==> config.mk <==
export PLATFORM = sky130hd
export DESIGN_NAME = motor_command_and_odometry_unit
export DESIGN_NICKNAME = d
export VERILOG_FILES = /design/src/rtl/mcou_pkg.sv /design/src/rtl/motor_command_and_odometry_unit.sv
export SDC_FILE = /design/constraint.sdc
export NUM_CORES = 1
export LEC_CHECK = 0
export ABC_AREA = 0
export BUFFER_PORTS_ARGS = -buffer_cell sky130_fd_sc_hd__buf_4
export CAP_MARGIN = 20
export CELL_PAD_IN_SITES_DETAIL_PLACEMENT = 0
export CELL_PAD_IN_SITES_GLOBAL_PLACEMENT = 2
export CORE_AREA = 2 2 115 172
export CTS_BUF_LIST = sky130_fd_sc_hd__clkbuf_8
export DETAILED_ROUTE_END_ITERATION = 16
export DIE_AREA = 0 0 117 174
export PLACE_DENSITY_LB_ADDON = 0.1
export SETUP_SLACK_MARGIN = 0.2
export SYNTH_ARGS = -nofsm -noshare
export SYNTH_HDL_FRONTEND = slang
export SYNTH_SLANG_ARGS = --single-unit
==> constraint.sdc <==
create_clock -name clk -period 4.74 [get_ports clk]
set_input_delay 0.474 -clock clk [delete_from_list [all_inputs] [get_ports clk]]
set_output_delay 0.474 -clock clk [all_outputs]
set_load 0.01 [all_outputs]
==> src/rtl/mcou_pkg.sv <==
// Types, codes and constants of the motor command and odometry unit.
package mcou_pkg;

	// Input item opcodes
	localparam logic [1:0] OP_RX_BYTE   = 2'd0;
	localparam logic [1:0] OP_LEFT_ENC  = 2'd1;
	localparam logic [1:0] OP_RIGHT_ENC = 2'd2;
	localparam logic [1:0] OP_TICK      = 2'd3;

	// Result kinds
	localparam logic KIND_MOTOR = 1'b0;
	localparam logic KIND_TLM   = 1'b1;

	// Configuration register indexes
	localparam logic REG_RX_HEADER = 1'b0;
	localparam logic REG_TX_HEADER = 1'b1;

	localparam logic [7:0] HEADER_RESET  = 8'h41;
	localparam logic [7:0] DUTY_RESET    = 8'hFF;

	// Frame positions
	localparam logic [1:0] POS_HEADER = 2'd0;
	localparam logic [1:0] POS_DIR    = 2'd1;
	localparam logic [1:0] POS_LEFT   = 2'd2;
	localparam logic [1:0] POS_RIGHT  = 2'd3;

	// Direction codes and the pin patterns they select
	localparam logic [7:0] DIR_FORWARD  = 8'h38;
	localparam logic [7:0] DIR_BACKWARD = 8'h32;
	localparam logic [7:0] DIR_LEFT     = 8'h34;
	localparam logic [7:0] DIR_RIGHT    = 8'h36;
	localparam logic [7:0] DIR_STOP     = 8'h35;

	localparam logic [3:0] PINS_FORWARD  = 4'h6;
	localparam logic [3:0] PINS_BACKWARD = 4'h9;
	localparam logic [3:0] PINS_LEFT     = 4'h5;
	localparam logic [3:0] PINS_RIGHT    = 4'hA;
	localparam logic [3:0] PINS_STOP     = 4'h0;

	// Telemetry frame: header plus five buffered bytes
	localparam int TLM_BYTES = 6;
	localparam int TLM_BUF   = TLM_BYTES - 1;
	localparam int TLM_CW    = $clog2(TLM_BYTES);

	typedef struct packed {
		logic [1:0] opcode;
		logic [7:0] rx_byte;
	} in_item_t;

	typedef struct packed {
		logic       kind;
		logic [3:0] drive_pins;
		logic [7:0] left_duty;
		logic [7:0] right_duty;
		logic [7:0] tx_byte;
		logic       last;
	} out_item_t;

endpackage

==> src/rtl/motor_command_and_odometry_unit.sv <==
// Top level: command framing, drive pin decode, wheel odometry and telemetry.
//
//  channel | direction | handshake          | payload
//  --------+-----------+--------------------+---------------------------
//  cmd     | in        | cmd_valid/ready    | mcou_pkg::in_item_t
//  res     | out       | res_valid/ready    | mcou_pkg::out_item_t
//  cfg     | in        | cfg_we             | cfg_index, cfg_data
//
// Command bytes and encoder pulses are taken one per cycle while cmd_ready is
// high. A frame's result shows, from the result register, in the cycle after
// its last byte is accepted. A tick puts its header in the result register,
// the rest in a five-byte drain buffer that empties one byte per cycle unless
// the result stalls; cmd_ready is low while it drains or a result stalls.
// Reset (arst_n low) clears framing, flags, counts, pins; duties go to 8'hFF.
module motor_command_and_odometry_unit (
	input  logic                  clk,
	input  logic                  arst_n,
	input  logic                  cmd_valid,
	output logic                  cmd_ready,
	input  mcou_pkg::in_item_t    cmd,
	output logic                  res_valid,
	input  logic                  res_ready,
	output mcou_pkg::out_item_t   res,
	input  logic                  cfg_we,
	input  logic                  cfg_index,
	input  logic [7:0]            cfg_data
);

	logic [7:0] rx_header_q, tx_header_q;
	logic [1:0] frame_pos_q, frame_pos_n;
	logic [7:0] held_dir_q, held_left_q;
	logic       left_fwd_q, right_fwd_q, left_fwd_n, right_fwd_n;
	logic [15:0] left_pos_q, right_pos_q, left_pos_n, right_pos_n;
	logic [3:0] pins_q, pins_n;
	logic [7:0] left_cmp_q, right_cmp_q, left_cmp_n, right_cmp_n;

	logic [mcou_pkg::TLM_CW-1:0] tlm_left_q;
	logic [7:0] tlm_buf_q [mcou_pkg::TLM_BUF];

	logic      res_valid_q;
	mcou_pkg::out_item_t res_q;

	logic cmd_fire, slot_free, draining, motor_res, tick_fire;
	logic [7:0] tlm_sum;

	assign slot_free = !res_valid_q || res_ready;
	assign draining  = (tlm_left_q != '0);
	assign cmd_ready = !draining && slot_free;
	assign cmd_fire  = cmd_valid && cmd_ready;
	assign tick_fire = cmd_fire && (cmd.opcode == mcou_pkg::OP_TICK);

	// Header registers
	always_ff @(posedge clk or negedge arst_n) begin
		if (!arst_n) begin
			rx_header_q <= mcou_pkg::HEADER_RESET;
			tx_header_q <= mcou_pkg::HEADER_RESET;
		end else if (cfg_we) begin
			unique case (cfg_index)
				mcou_pkg::REG_RX_HEADER: rx_header_q <= cfg_data;
				mcou_pkg::REG_TX_HEADER: tx_header_q <= cfg_data;
				default: ;
			endcase
		end
	end

	// Next state for one accepted item
	always_comb begin
		frame_pos_n = frame_pos_q;
		left_fwd_n  = left_fwd_q;
		right_fwd_n = right_fwd_q;
		left_pos_n  = left_pos_q;
		right_pos_n = right_pos_q;
		pins_n      = pins_q;
		left_cmp_n  = left_cmp_q;
		right_cmp_n = right_cmp_q;
		motor_res   = 1'b0;
		unique case (cmd.opcode)
			mcou_pkg::OP_RX_BYTE: begin
				unique case (frame_pos_q)
					mcou_pkg::POS_HEADER: begin
						if (cmd.rx_byte == rx_header_q) frame_pos_n = mcou_pkg::POS_DIR;
					end
					mcou_pkg::POS_DIR:  frame_pos_n = mcou_pkg::POS_LEFT;
					mcou_pkg::POS_LEFT: frame_pos_n = mcou_pkg::POS_RIGHT;
					default: begin
						frame_pos_n = mcou_pkg::POS_HEADER;
						left_cmp_n  = held_left_q;
						right_cmp_n = cmd.rx_byte;
						motor_res   = 1'b1;
						unique case (held_dir_q)
							mcou_pkg::DIR_FORWARD: begin
								pins_n = mcou_pkg::PINS_FORWARD;
								left_fwd_n = 1'b1; right_fwd_n = 1'b1;
							end
							mcou_pkg::DIR_BACKWARD: begin
								pins_n = mcou_pkg::PINS_BACKWARD;
								left_fwd_n = 1'b0; right_fwd_n = 1'b0;
							end
							mcou_pkg::DIR_LEFT: begin
								pins_n = mcou_pkg::PINS_LEFT;
								left_fwd_n = 1'b0; right_fwd_n = 1'b1;
							end
							mcou_pkg::DIR_RIGHT: begin
								pins_n = mcou_pkg::PINS_RIGHT;
								left_fwd_n = 1'b1; right_fwd_n = 1'b0;
							end
							mcou_pkg::DIR_STOP: pins_n = mcou_pkg::PINS_STOP;
							default: ;
						endcase
					end
				endcase
			end
			mcou_pkg::OP_LEFT_ENC:
				left_pos_n = left_fwd_q ? left_pos_q + 16'd1 : left_pos_q - 16'd1;
			mcou_pkg::OP_RIGHT_ENC:
				right_pos_n = right_fwd_q ? right_pos_q + 16'd1 : right_pos_q - 16'd1;
			default: ;
		endcase
	end

	// Control and odometry state
	always_ff @(posedge clk or negedge arst_n) begin
		if (!arst_n) begin
			frame_pos_q <= mcou_pkg::POS_HEADER;
			left_fwd_q  <= 1'b0;
			right_fwd_q <= 1'b0;
			left_pos_q  <= '0;
			right_pos_q <= '0;
			pins_q      <= '0;
			left_cmp_q  <= mcou_pkg::DUTY_RESET;
			right_cmp_q <= mcou_pkg::DUTY_RESET;
		end else if (cmd_fire) begin
			frame_pos_q <= frame_pos_n;
			left_fwd_q  <= left_fwd_n;
			right_fwd_q <= right_fwd_n;
			left_pos_q  <= left_pos_n;
			right_pos_q <= right_pos_n;
			pins_q      <= pins_n;
			left_cmp_q  <= left_cmp_n;
			right_cmp_q <= right_cmp_n;
		end
	end

	// Held frame bytes, written before the frame completes
	always_ff @(posedge clk) begin
		if (cmd_fire && cmd.opcode == mcou_pkg::OP_RX_BYTE) begin
			if (frame_pos_q == mcou_pkg::POS_DIR)  held_dir_q  <= cmd.rx_byte;
			if (frame_pos_q == mcou_pkg::POS_LEFT) held_left_q <= cmd.rx_byte;
		end
	end

	// Telemetry checksum over the four count bytes
	assign tlm_sum = right_pos_q[15:8] + right_pos_q[7:0] + left_pos_q[15:8] + left_pos_q[7:0];

	// Drain counter
	always_ff @(posedge clk or negedge arst_n) begin
		if (!arst_n) begin
			tlm_left_q <= '0;
		end else if (tick_fire) begin
			tlm_left_q <= mcou_pkg::TLM_CW'(mcou_pkg::TLM_BUF);
		end else if (draining && slot_free) begin
			tlm_left_q <= tlm_left_q - 1'b1;
		end
	end

	// Drain buffer: snapshot on a tick, shift one byte per delivered item
	always_ff @(posedge clk) begin
		if (tick_fire) begin
			tlm_buf_q[0] <= right_pos_q[15:8];
			tlm_buf_q[1] <= right_pos_q[7:0];
			tlm_buf_q[2] <= left_pos_q[15:8];
			tlm_buf_q[3] <= left_pos_q[7:0];
			tlm_buf_q[4] <= tlm_sum;
		end else if (draining && slot_free) begin
			for (int i = 0; i < mcou_pkg::TLM_BUF - 1; i++) tlm_buf_q[i] <= tlm_buf_q[i+1];
		end
	end

	// Result register valid
	always_ff @(posedge clk or negedge arst_n) begin
		if (!arst_n) begin
			res_valid_q <= 1'b0;
		end else if ((draining && slot_free) || tick_fire || (cmd_fire && motor_res)) begin
			res_valid_q <= 1'b1;
		end else if (res_ready) begin
			res_valid_q <= 1'b0;
		end
	end

	// Result register payload
	always_ff @(posedge clk) begin
		priority if (draining && slot_free) begin
			res_q.kind       <= mcou_pkg::KIND_TLM;
			res_q.drive_pins <= pins_q;
			res_q.left_duty  <= left_cmp_q;
			res_q.right_duty <= right_cmp_q;
			res_q.tx_byte    <= tlm_buf_q[0];
			res_q.last       <= (tlm_left_q == mcou_pkg::TLM_CW'(1));
		end else if (tick_fire) begin
			res_q.kind       <= mcou_pkg::KIND_TLM;
			res_q.drive_pins <= pins_q;
			res_q.left_duty  <= left_cmp_q;
			res_q.right_duty <= right_cmp_q;
			res_q.tx_byte    <= tx_header_q;
			res_q.last       <= 1'b0;
		end else if (cmd_fire && motor_res) begin
			res_q.kind       <= mcou_pkg::KIND_MOTOR;
			res_q.drive_pins <= pins_n;
			res_q.left_duty  <= left_cmp_n;
			res_q.right_duty <= right_cmp_n;
			res_q.tx_byte    <= 8'd0;
			res_q.last       <= 1'b1;
		end else begin
			res_q <= res_q;
		end
	end

	assign res_valid = res_valid_q;
	assign res       = res_q;

endmodule

==> results of run 1 <==
-- worst max-delay path: cells and delay by family, from the launching register on --
kind                     cells  cell delay, ns
flip-flops                   1            0.41
AO/OA/AOI/OAI                4            0.66
buffers and inverters        2            0.13
XOR/XNOR                     1            0.08
adder cells (fa/ha/maj)      4            1.65
-- Yosys cell counts (2+ instances only) --
master	count	share of area
a31oi_1	5	0.0037
mux2_2	57	0.075
nor2b_1	6	0.0044
a22o_1	8	0.0082
or3_1	4	0.0029
o21ai_0	62	0.036
a41oi_1	2	0.0020
o211ai_1	5	0.0044
clkbuf_1	15	0.0066
dfstp_2	20	0.061
xnor2_1	29	0.030
and3_4	2	0.0026
inv_1	49	0.022
xor2_1	15	0.015
or4_1	2	0.0018
nand4_1	4	0.0029
o31ai_1	2	0.0018
nor2_1	20	0.0088
nor3_1	8	0.0047
a211oi_1	5	0.0044
nand3_1	8	0.0047
o21bai_1	5	0.0044
nand2b_1	5	0.0037
fa_1	16	0.037
nor3b_1	3	0.0026
a211o_1	2	0.0020
or2_2	2	0.0015
a21oi_1	39	0.023
a21o_1	11	0.0097
and2_1	3	0.0022
dfrtp_1	56	0.16
nor4b_1	3	0.0031
buf_2	3	0.0018
o21a_1	3	0.0026
ha_1	42	0.061
nand2_1	106	0.047
buf_1	6	0.0026
edfxtp_1	85	0.30
and3_1	8	0.0059
-- flip-flops by register name (all words and copies together), names as in the netlist --
signal	count
held_left_q	8
right_cmp_q	8
pins_q	4
tlm_left_q	3
right_fwd_q	1
rx_header_q	8
tx_header_q	8
res	30
left_pos_q	16
left_cmp_q	8
frame_pos_q	2
tlm_buf_q	40
held_dir_q	8
res_valid	1
left_fwd_q	1
right_pos_q	16
-- power breakdown --
part	switching, W	internal, W
Sequential	0.000228	0.00209
Clock	0.000645	0.000417
Combinational	0.00180	0.00134
-- area by class of cell --
| class | instances | area (µm²) |
|---|---|---|
| Fill cell | 1758 | 9310 |
| Sequential cell | 162 | 4500 |
| Multi-Input combinational cell | 510 | 3780 |
| Timing Repair Buffer | 63 | 475 |
| Tap cell | 256 | 320 |
| Clock buffer | 17 | 234 |
| Clock inverter | 15 | 204 |
| Inverter | 49 | 184 |
-- repair_timing --
action | in CTS | in global routing
endpoints found under the setup margin | 0 | 0
hold buffers | 1 | 0
hold endpoints to repair | 16 | 0
-- layer usage --
layer,track usage,vias up,routed length [µm]
met5,0,-,0
met4,0.0657,0,321
met3,0.0286,18,365
met2,0.390,75,11200
met1,0.213,2755,7470
li1,-,2763,-
-- metrics by stage --
step,setup slack [ns],util,total power (W),hold WS (ns),std cells
global route,1.31,0.510,0.00705,0.213,1072
detailed placement,1.57,0.487,0.00552,0.451,1039
floorplan,1.75,-,0.00457,0.178,745
finish,1.56,0.510,0.00651,0.244,1072
global placement,1.61,0.487,0.00544,0.458,1039
CTS,1.54,0.510,0.00658,0.216,1072
-- final timing paths --
check / endpoint / cells after the start / slack (ns) / startpoint
worst max-delay path: tlm_buf_q[1][7] / 11 / 1.56 / left_pos_q[1]
worst min-delay path: held_left_q[4] / 1 / 0.24 / cmd[4]
worst max register to register: tlm_buf_q[1][7] / 11 / 1.56 / left_pos_q[1]
worst min register to register: res[29] / 2 / 0.47 / res[29]
max in group asynchronous: left_pos_q[2] / 3 / 3.29 / arst_n
min in group asynchronous: res_valid / 2 / 0.52 / arst_n
-- cells by family after synthesis --
group	share of synthesized area
mux	0.0751
compound gates	0.120
xor+xnor	0.0451
flops	0.526
fa+ha+maj	0.0989
simple gates	0.102
buf+inv	0.0325
-- cell usage in the layout, fill, tap and decap left out, drive strengths merged, types with 13 or more instances in the layout --
cell / n
nand2: 106
edfxtp: 85
o21ai: 63
buf: 62
mux2: 57
dfrtp: 56
inv: 55
ha: 42
a21oi: 39
xnor2: 29
nor2: 21
dfstp: 20
clkbuf: 17
fa: 16
xor2: 15
a21o: 13
==> run metrics, run 1 <==
fin nets=885; fin crit period=roughly 3.2 ns; clk root buf=clkbuf_8; # IOs=56; Vias=between 5k and 6k; maximum vdd drop=roughly 350 µV; Site Rows=between 60 and 70; clk slew on worst S/H paths=about 0.11 ns; P&R area growth vs syn=13.4%; slew margin rel.=0.380; Primary FF master, synth=edfxtp_1; First-pass DRT Iterations=6; slowest stage cell on the critical path=fa_1; area post-placement=about 9000 µm²; final wirelength=about 19 mm; Final Cell Area=a little under 10000 µm²; all-layer global routing usage=0.200; number of global-route vias before repair=approximately 5.9k; Hold Crit Class=in -> reg; Synth Instances=between 700 and 800; DR WL/cell=roughly 18 µm; endpoint type of the worst setup path=flip-flop; setup TNS=0 ns; Seq cells post-synth=~160; Core Region=between 15000 and 20000 µm²; CP arrival=roughly 3.4 ns; Post-synth ARST share=0.469; clock skew=about 0.013 ns; run status=completed; drt drc=0; Starting Density=0.450; library cells used by synthesis=just under 60; Leak=just over 4 nW; final antenna-violating net count=0; period utilisation layout=0.671; CTS H-tree lvls=4; # Post-CTS Setup Buffers=0; RSZ-0062 raised after global routing=no; Top cell by count, worst path=fa_1; Pwr Density=671 nW/µm²; Seq/Total Area, Yosys=0.526; # diodes=0; mapped cell area=between 8000 and 9000 µm²; critical path type=reg -> reg; CTS resizes=0; first-pass GRT wire length=a little over 30 mm; Finish-stage setup viols=0; Syn Nets=827; YS warnings=0; pins over their slew limit=0; die width=roughly 120 µm; Max-Cap Viols=0; Longest Clk Path Bufs=2; DP Wirelength=approximately 15 mm; Avg Inst Size Synth=11.5 µm²; crit path max fanout=4; Die Y=approximately 170 µm; CTS buffer count=17; Worst EP required=slightly below 5 ns; pin count of the biggest net entering global routing=67; number of synthesized flops with an enable pin=between 80 and 90; Final Hold Fails=0; Placer Congestion=between 0.8 and 0.9; Die ar.=a little over 20000 µm²; Slew @ Worst Pin=~0.93 ns; CTS tree=built; CP cell instances=inv_1 > fa_1 > fa_1 > inv_1 > ha_1 > fa_1 > a21o_1 > a21oi_1 > o21bai_1 > a21oi_1 > xnor2_1; port bufs=55; Worst path max stage delay=around 0.52 ns; GRT overflow=0; Critical Path Source Type=flip-flop; layout cell share with drive strength beyond 1=0.224; fmax=between 300 and 400 MHz; initial antenna violation count=0; clock sink total=between 150 and 200; DR vias/cell=5.23; Skew-Pair Late Insertion Delay=approximately 0.46 ns; DRT iter0 DRCs=384
Note: power is estimated with default switching activity, not from simulation.
==> inputs of run 2 (changes only) <==
- CORE_AREA: 2 2 115 172 -> 2 2 124 187
- DIE_AREA: 0 0 117 174 -> 0 0 126 189
- clock period: 4.74 -> 2.61 ns (I/O delays scaled with it)
==> run 2 against run 1 <==
Against the previous run: the run now ends with negative setup slack left; final cell count increased by 8.5%; final area up 11%; global-route usage down 0.81 points; setup slack got worse by 1.9 ns; sequential power grew 80%; maximum frequency grew 8.0%; sequential share of layout area decreased by 4.5 points; routed wire length up 13%; via count increased by 7.8%; highest routed layer unchanged.
==> run metrics, run 2 (same netlist as run 1, synthesis figures left out) <==
run status=complete, but fails checks (was completed); hold_ws=0.0306 ns (was 0.244 ns); DRT met1 WL=8.30 mm (was 7.47 mm); DRT iter0 DRCs=216 (was 384); slew margin rel.=0.554 (was 0.380); drt drc=0 (unchanged); fmax=340 MHz (was 314 MHz); DR vias/cell=5.20 (was 5.23); First-pass DRT Iterations=5 (was 6); R2R cell count=11 (unchanged); CTS buffer count=17 (unchanged); Max-Cap Viols=0 (unchanged); pin count of the biggest net entering global routing=66 (was 67); maximum vdd drop=785 µV (was 352 µV); slowest stage cell on the critical path=fa_1 (unchanged); worst hold stages=1 (unchanged); clock skew=0.0160 ns (was 0.0127 ns); Skew-Pair Late Insertion Delay=0.47 ns (was 0.46 ns); fin nets=956 (was 885); crit path buf inv count=2 (unchanged); Finish-stage setup viols=4 (was 0); GRT overflow=0 (unchanged); max reg flops=40 (unchanged); Pwr Density=1300 nW/µm² (was 671 nW/µm²); commonest non-fill, non-tap cell in the layout=buf_4 (was nand2_1); Die Y=189 µm (was 174 µm); Vias=6050 (was 5611); clk root buf=clkbuf_8 (unchanged); area of the multi-input gates=4200 µm² (was 3780 µm²); Slew @ Worst Pin=0.667 ns (was 0.928 ns); DR WL/cell=18.9 µm (was 18.1 µm); Crit path max-delay family=adder cells (unchanged); failing checks=negative setup slack; Die ar.=23800 µm² (was 20400 µm²); pins over their slew limit=0 (unchanged); fin crit period=2.94 ns (was 3.18 ns); RSZ-0062 raised after global routing=yes (was no); max layer used=met4 (unchanged); all-layer global routing usage=0.192 (was 0.200); number of global-route vias before repair=6354 (was 5869); initial antenna violation count=0 (unchanged); Final Hold Fails=0 (unchanged); Core Region=22100 µm² (was 19000 µm²); DR WL met3=537 µm (was 365 µm); # IOs=56 (unchanged); port bufs=55 (unchanged); CTS tree=built (unchanged); Worst path max stage delay=0.55 ns (was 0.52 ns); critical path type=reg -> reg (unchanged); R2R Setup Slk=-0.33 ns (was 1.56 ns); Site Rows=67 (was 62); metal2 WL=12.6 mm (was 11.2 mm); CP arrival=3.16 ns (was 3.40 ns); DP Wirelength=16.3 mm (was 14.6 mm); fin worst setup slack=-0.335 ns (was 1.56 ns); P&R area growth vs syn=25.7% (was 13.4%); Largest Register=tlm_buf_q (unchanged); # diodes=0 (unchanged); die width=126 µm (was 117 µm); final antenna-violating net count=0 (unchanged); Worst EP required=2.83 ns (was 4.96 ns); final wirelength=22.0 mm (was 19.4 mm); Leak=4.49 nW (was 4.10 nW); # fillers=2012 (was 1758); Critical Path Source Type=flip-flop (unchanged); Placer Congestion=0.821 (about the same); endpoint type of the worst setup path=flip-flop (unchanged); clk slew on worst S/H paths=0.10 ns (was 0.11 ns); Sequential cell area=4500 µm² (about the same); Hold Crit Class=in -> reg (unchanged); CTS H-tree lvls=4 (unchanged); crit path max fanout=2 (was 4); period utilisation layout=1.13 (was 0.671); Longest Clk Path Bufs=2 (unchanged); clock sink total=162 (unchanged); CP cell instances=inv_2 > fa_2 > fa_1 > inv_2 > ha_4 > fa_2 > a21o_1 > a21oi_2 > o21bai_1 > a21oi_1 > xnor2_1 (was inv_1 > fa_1 > fa_1 > inv_1 > ha_1 > fa_1 > a21o_1 > a21oi_1 > o21bai_1 > a21oi_1 > xnor2_1); CP Depth=11 (unchanged); layout cell share with drive strength beyond 1=0.361 (was 0.224); first-pass GRT wire length=35.1 mm (was 30.7 mm); Starting Density=0.386 (was 0.450); fin util=0.486 (was 0.510); most frequent cells in the layout=buf_4 (118), nand2_1 (106), edfxtp_1 (85) (was nand2_1 (106), edfxtp_1 (85), o21ai_0 (62), buf_4 (62), mux2_2 (57)); setup TNS=-1.03 ns (was 0 ns)
## run 2: cell type report
| type | instances | area share |
|---|---|---|
| flip-flops and latches | 162 | 0.419 |
| inverters | 49 | 0.0180 |
| clock inverters | 14 | 0.0123 |
| clock buffers | 18 | 0.0230 |
| repair buffers | 134 | 0.105 |
| well taps | 276 | 0.0321 |
| multi-input cells | 510 | 0.391 |
## run 2: through the flow
stage,instances,worst slack [ns],cell area (µm²),power (W)
2_1_floorplan,745,-0.215,8620,0.00842
3_3_place_gp,1105,-0.289,9720,0.0106
3_5_place_dp,1105,-0.370,9720,0.0108
4_1_cts,1153,-0.361,10500,0.0135
5_1_grt,1163,-0.440,10800,0.0150
6_report,1163,-0.335,10800,0.0139
## run 2: power by group
part | leakage [nW] | switching, W | internal, W | total (W)
clock | 0.181 | 0.00101 | 0.000788 | 0.00180
sequential | 1.77 | 0.000376 | 0.00379 | 0.00416
combinational | 2.55 | 0.00410 | 0.00388 | 0.00798
## run 2: routing by layer
layer / track usage / vias up
met3: 0.0302 / 32
met5: 0 / -
met4: 0.0731 / 0
li1: - / 2912
met1: 0.207 / 3007
met2: 0.371 / 99
## run 2: worst paths after layout
check | start | endpoint
max in group asynchronous | arst_n | left_cmp_q[6]
min in group asynchronous | arst_n | pins_q[2]
hold / removal | cmd[6] | held_left_q[6]
hold reg to reg | res[29] | res[29]
setup reg to reg | right_pos_q[1] | tlm_buf_q[1][7]
setup / recovery | right_pos_q[1] | tlm_buf_q[1][7]
## run 2: what timing repair did
item,CTS,global route
pin swaps,20,32
endpoints found under the hold margin,27,0
gates cloned,1,0
setup endpoints to repair,22,22
buffers inserted,13,10
resized for setup,46,40
hold buffers,2,0
==> inputs of run 3 (changes only) <==
- CORE_AREA: 2 2 124 187 -> 2 2 152 154
- DIE_AREA: 0 0 126 189 -> 0 0 154 156
==> run 3 against run 2 <==
Against the previous run: the run still ends with negative setup slack left; flip-flop and latch count unchanged; final area rose by 1.7%; first-iteration DRC count rose by 43%; global-route usage is 0.71 points lower; non-clock buffer count rose by 6; critical endpoint unchanged.
==> run metrics, run 3 (same netlist as run 1, synthesis figures left out) <==
Skew-Pair Late Insertion Delay=0.48 ns (was 0.47 ns); Worst EP required=2.83 ns (about the same); maximum vdd drop=558 µV (was 785 µV); run status=complete, but fails checks (unchanged); Longest Clk Path Bufs=2 (unchanged); slowest stage cell on the critical path=fa_1 (unchanged); Finish-stage setup viols=3 (was 4); port bufs=55 (unchanged); Final Hold Fails=0 (unchanged); fin util=0.489 (was 0.486); Placer Congestion=0.777 (was 0.821); RSZ-0062 raised after global routing=yes (unchanged); crit path buf inv count=2 (unchanged); CP cell instances=inv_2 > fa_2 > fa_1 > inv_2 > ha_4 > fa_2 > a21o_1 > a21oi_2 > o21bai_1 > a21oi_2 > xnor2_1 (was inv_2 > fa_2 > fa_1 > inv_2 > ha_4 > fa_2 > a21o_1 > a21oi_2 > o21bai_1 > a21oi_1 > xnor2_1); clk slew on worst S/H paths=0.10 ns (about the same); P&R area growth vs syn=27.9% (was 25.7%); DR WL/cell=18.1 µm (was 18.9 µm); First-pass DRT Iterations=4 (was 5); Die Y=156 µm (was 189 µm); fmax=353 MHz (was 340 MHz); max reg flops=40 (unchanged); Starting Density=0.382 (was 0.386); Final Power=0.0139 W (about the same); clk root buf=clkbuf_8 (unchanged); clock skew=0.0230 ns (was 0.0160 ns); CTS H-tree lvls=4 (unchanged); dpl cells=1117 (was 1105); slew margin rel.=0.347 (was 0.554); critical path type=reg -> reg (unchanged); Die ar.=24000 µm² (was 23800 µm²); Max-Cap Viols=0 (unchanged); CTS buffer count=17 (unchanged); first-pass GRT wire length=34.0 mm (was 35.1 mm); GRT overflow=0 (unchanged); Worst path max stage delay=0.51 ns (was 0.55 ns); Critical Path Source Type=flip-flop (unchanged); Leak=4.56 nW (was 4.49 nW); Site Rows=55 (was 67); final std cells w/o fill=1178 (was 1163); DP Wirelength=14.9 mm (was 16.3 mm); period utilisation layout=1.09 (was 1.13); # diodes=0 (unchanged); Hold Crit Class=in -> reg (unchanged); pins over their slew limit=0 (unchanged); crit path max fanout=2 (unchanged); initial antenna violation count=0 (unchanged); commonest non-fill, non-tap cell in the layout=buf_4 (unchanged); all-layer global routing usage=0.185 (was 0.192); number of global-route vias before repair=6175 (was 6354); die width=154 µm (was 126 µm); Vias=5963 (was 6050); Core Region=22400 µm² (was 22100 µm²); Pwr Density=1270 nW/µm² (was 1300 nW/µm²); fin nets=962 (was 956); CTS tree=built (unchanged); most frequent cells in the layout=buf_4 (113), nand2_1 (103), edfxtp_1 (85) (was buf_4 (118), nand2_1 (106), edfxtp_1 (85)); DR vias/cell=5.06 (was 5.20); clock sink total=162 (unchanged); setup TNS=-0.562 ns (was -1.03 ns); Largest Register=tlm_buf_q (unchanged); CP arrival=3.06 ns (was 3.16 ns); Slew @ Worst Pin=0.979 ns (was 0.667 ns); fin crit period=2.84 ns (was 2.94 ns); failing checks=negative setup slack (unchanged); endpoint type of the worst setup path=flip-flop (unchanged); DRT iter0 DRCs=308 (was 216); dpl ws=-0.305 ns (was -0.370 ns); fin worst setup slack=-0.227 ns (was -0.335 ns); final antenna-violating net count=0 (unchanged); layout cell share with drive strength beyond 1=0.384 (was 0.361); Crit path max-delay family=adder cells (unchanged); final wirelength=21.3 mm (was 22.0 mm); # IOs=56 (unchanged); pin count of the biggest net entering global routing=68 (was 66); drt drc=0 (unchanged)
==> run 3: changes by cell type in the layout (fill, tap and decap cells not counted), moves of 4 or more <==
cell and change:
inv_6 +4, a21oi_2 +5, o21ai_1 +8, buf_4 -5
buf_6 +13, ha_1 -8, o21ai_0 -8, ha_4 +6
clkinv_4 -4
==> run 3: stage by stage <==
step | hold slack (ns) | area, µm²
6_report | 0.0319 | 10900
5_1_grt | 0.00610 | 10900
4_1_cts | 0.00269 | 10700
3_5_place_dp | 0.435 | 9740
3_3_place_gp | 0.436 | 9740
2_1_floorplan | -0.0346 | 8620
==> run 3: worst reg2reg max path: stages, from the launching register on <==
cell	delay [ns]
dfrtp_1	0.41
inv_2	0.07
fa_2	0.43
fa_1	0.51
inv_2	0.05
ha_4	0.16
fa_2	0.36
a21o_1	0.18
a21oi_2	0.14
o21bai_1	0.09
a21oi_2	0.13
xnor2_1	0.07
==> run 3: routing by layer <==
layer  wire length (µm)  global-route usage  share of wire
met4                223              0.0476          0.010
met5                  0                   0              0
met3                613              0.0314          0.029
met1               9750               0.239           0.46
met2              10800               0.324           0.50
==> run 3: where the power goes <==
| part | total (W) | switching [W] | internal (W) | leakage (nW) |
|---|---|---|---|---|
| combinational | 0.00794 | 0.00405 | 0.00389 | 2.60 |
| sequential | 0.00415 | 0.000369 | 0.00378 | 1.77 |
| clock | 0.00185 | 0.00113 | 0.000721 | 0.198 |
| total | 0.0139 | 0.00554 | 0.00840 | 4.56 |
==> run 3: final timing paths <==
path,startpoint,endpoint,slack [ns],depth (start not counted)
worst max-delay path,left_pos_q[1],tlm_buf_q[1][7],-0.23,11
worst min-delay path,cmd[7],held_left_q[7],0.03,1
worst max register to register,left_pos_q[1],tlm_buf_q[1][7],-0.23,11
worst min register to register,res[29],res[29],0.45,2
max in group asynchronous,arst_n,left_cmp_q[4],1.35,3
min in group asynchronous,arst_n,pins_q[2],0.47,2
==> run 3: cell type report <==
type / count / area, µm²
sequential: 162 / 4500
clock buffer: 17 / 234
timing repair buffer: 140 / 1170
tap: 285 / 357
clock inverter: 15 / 159
inverter: 49 / 195
multi-input combinational: 510 / 4320
fill: 2058 / 11400
==> run 3: repair_timing <==
action	CTS	global route
hold buffers	4	0
endpoints found under the hold margin	41	0
setup buffers	21	4
endpoints found under the setup margin	17	24
pin swaps	39	32
gates resized for setup	72	51
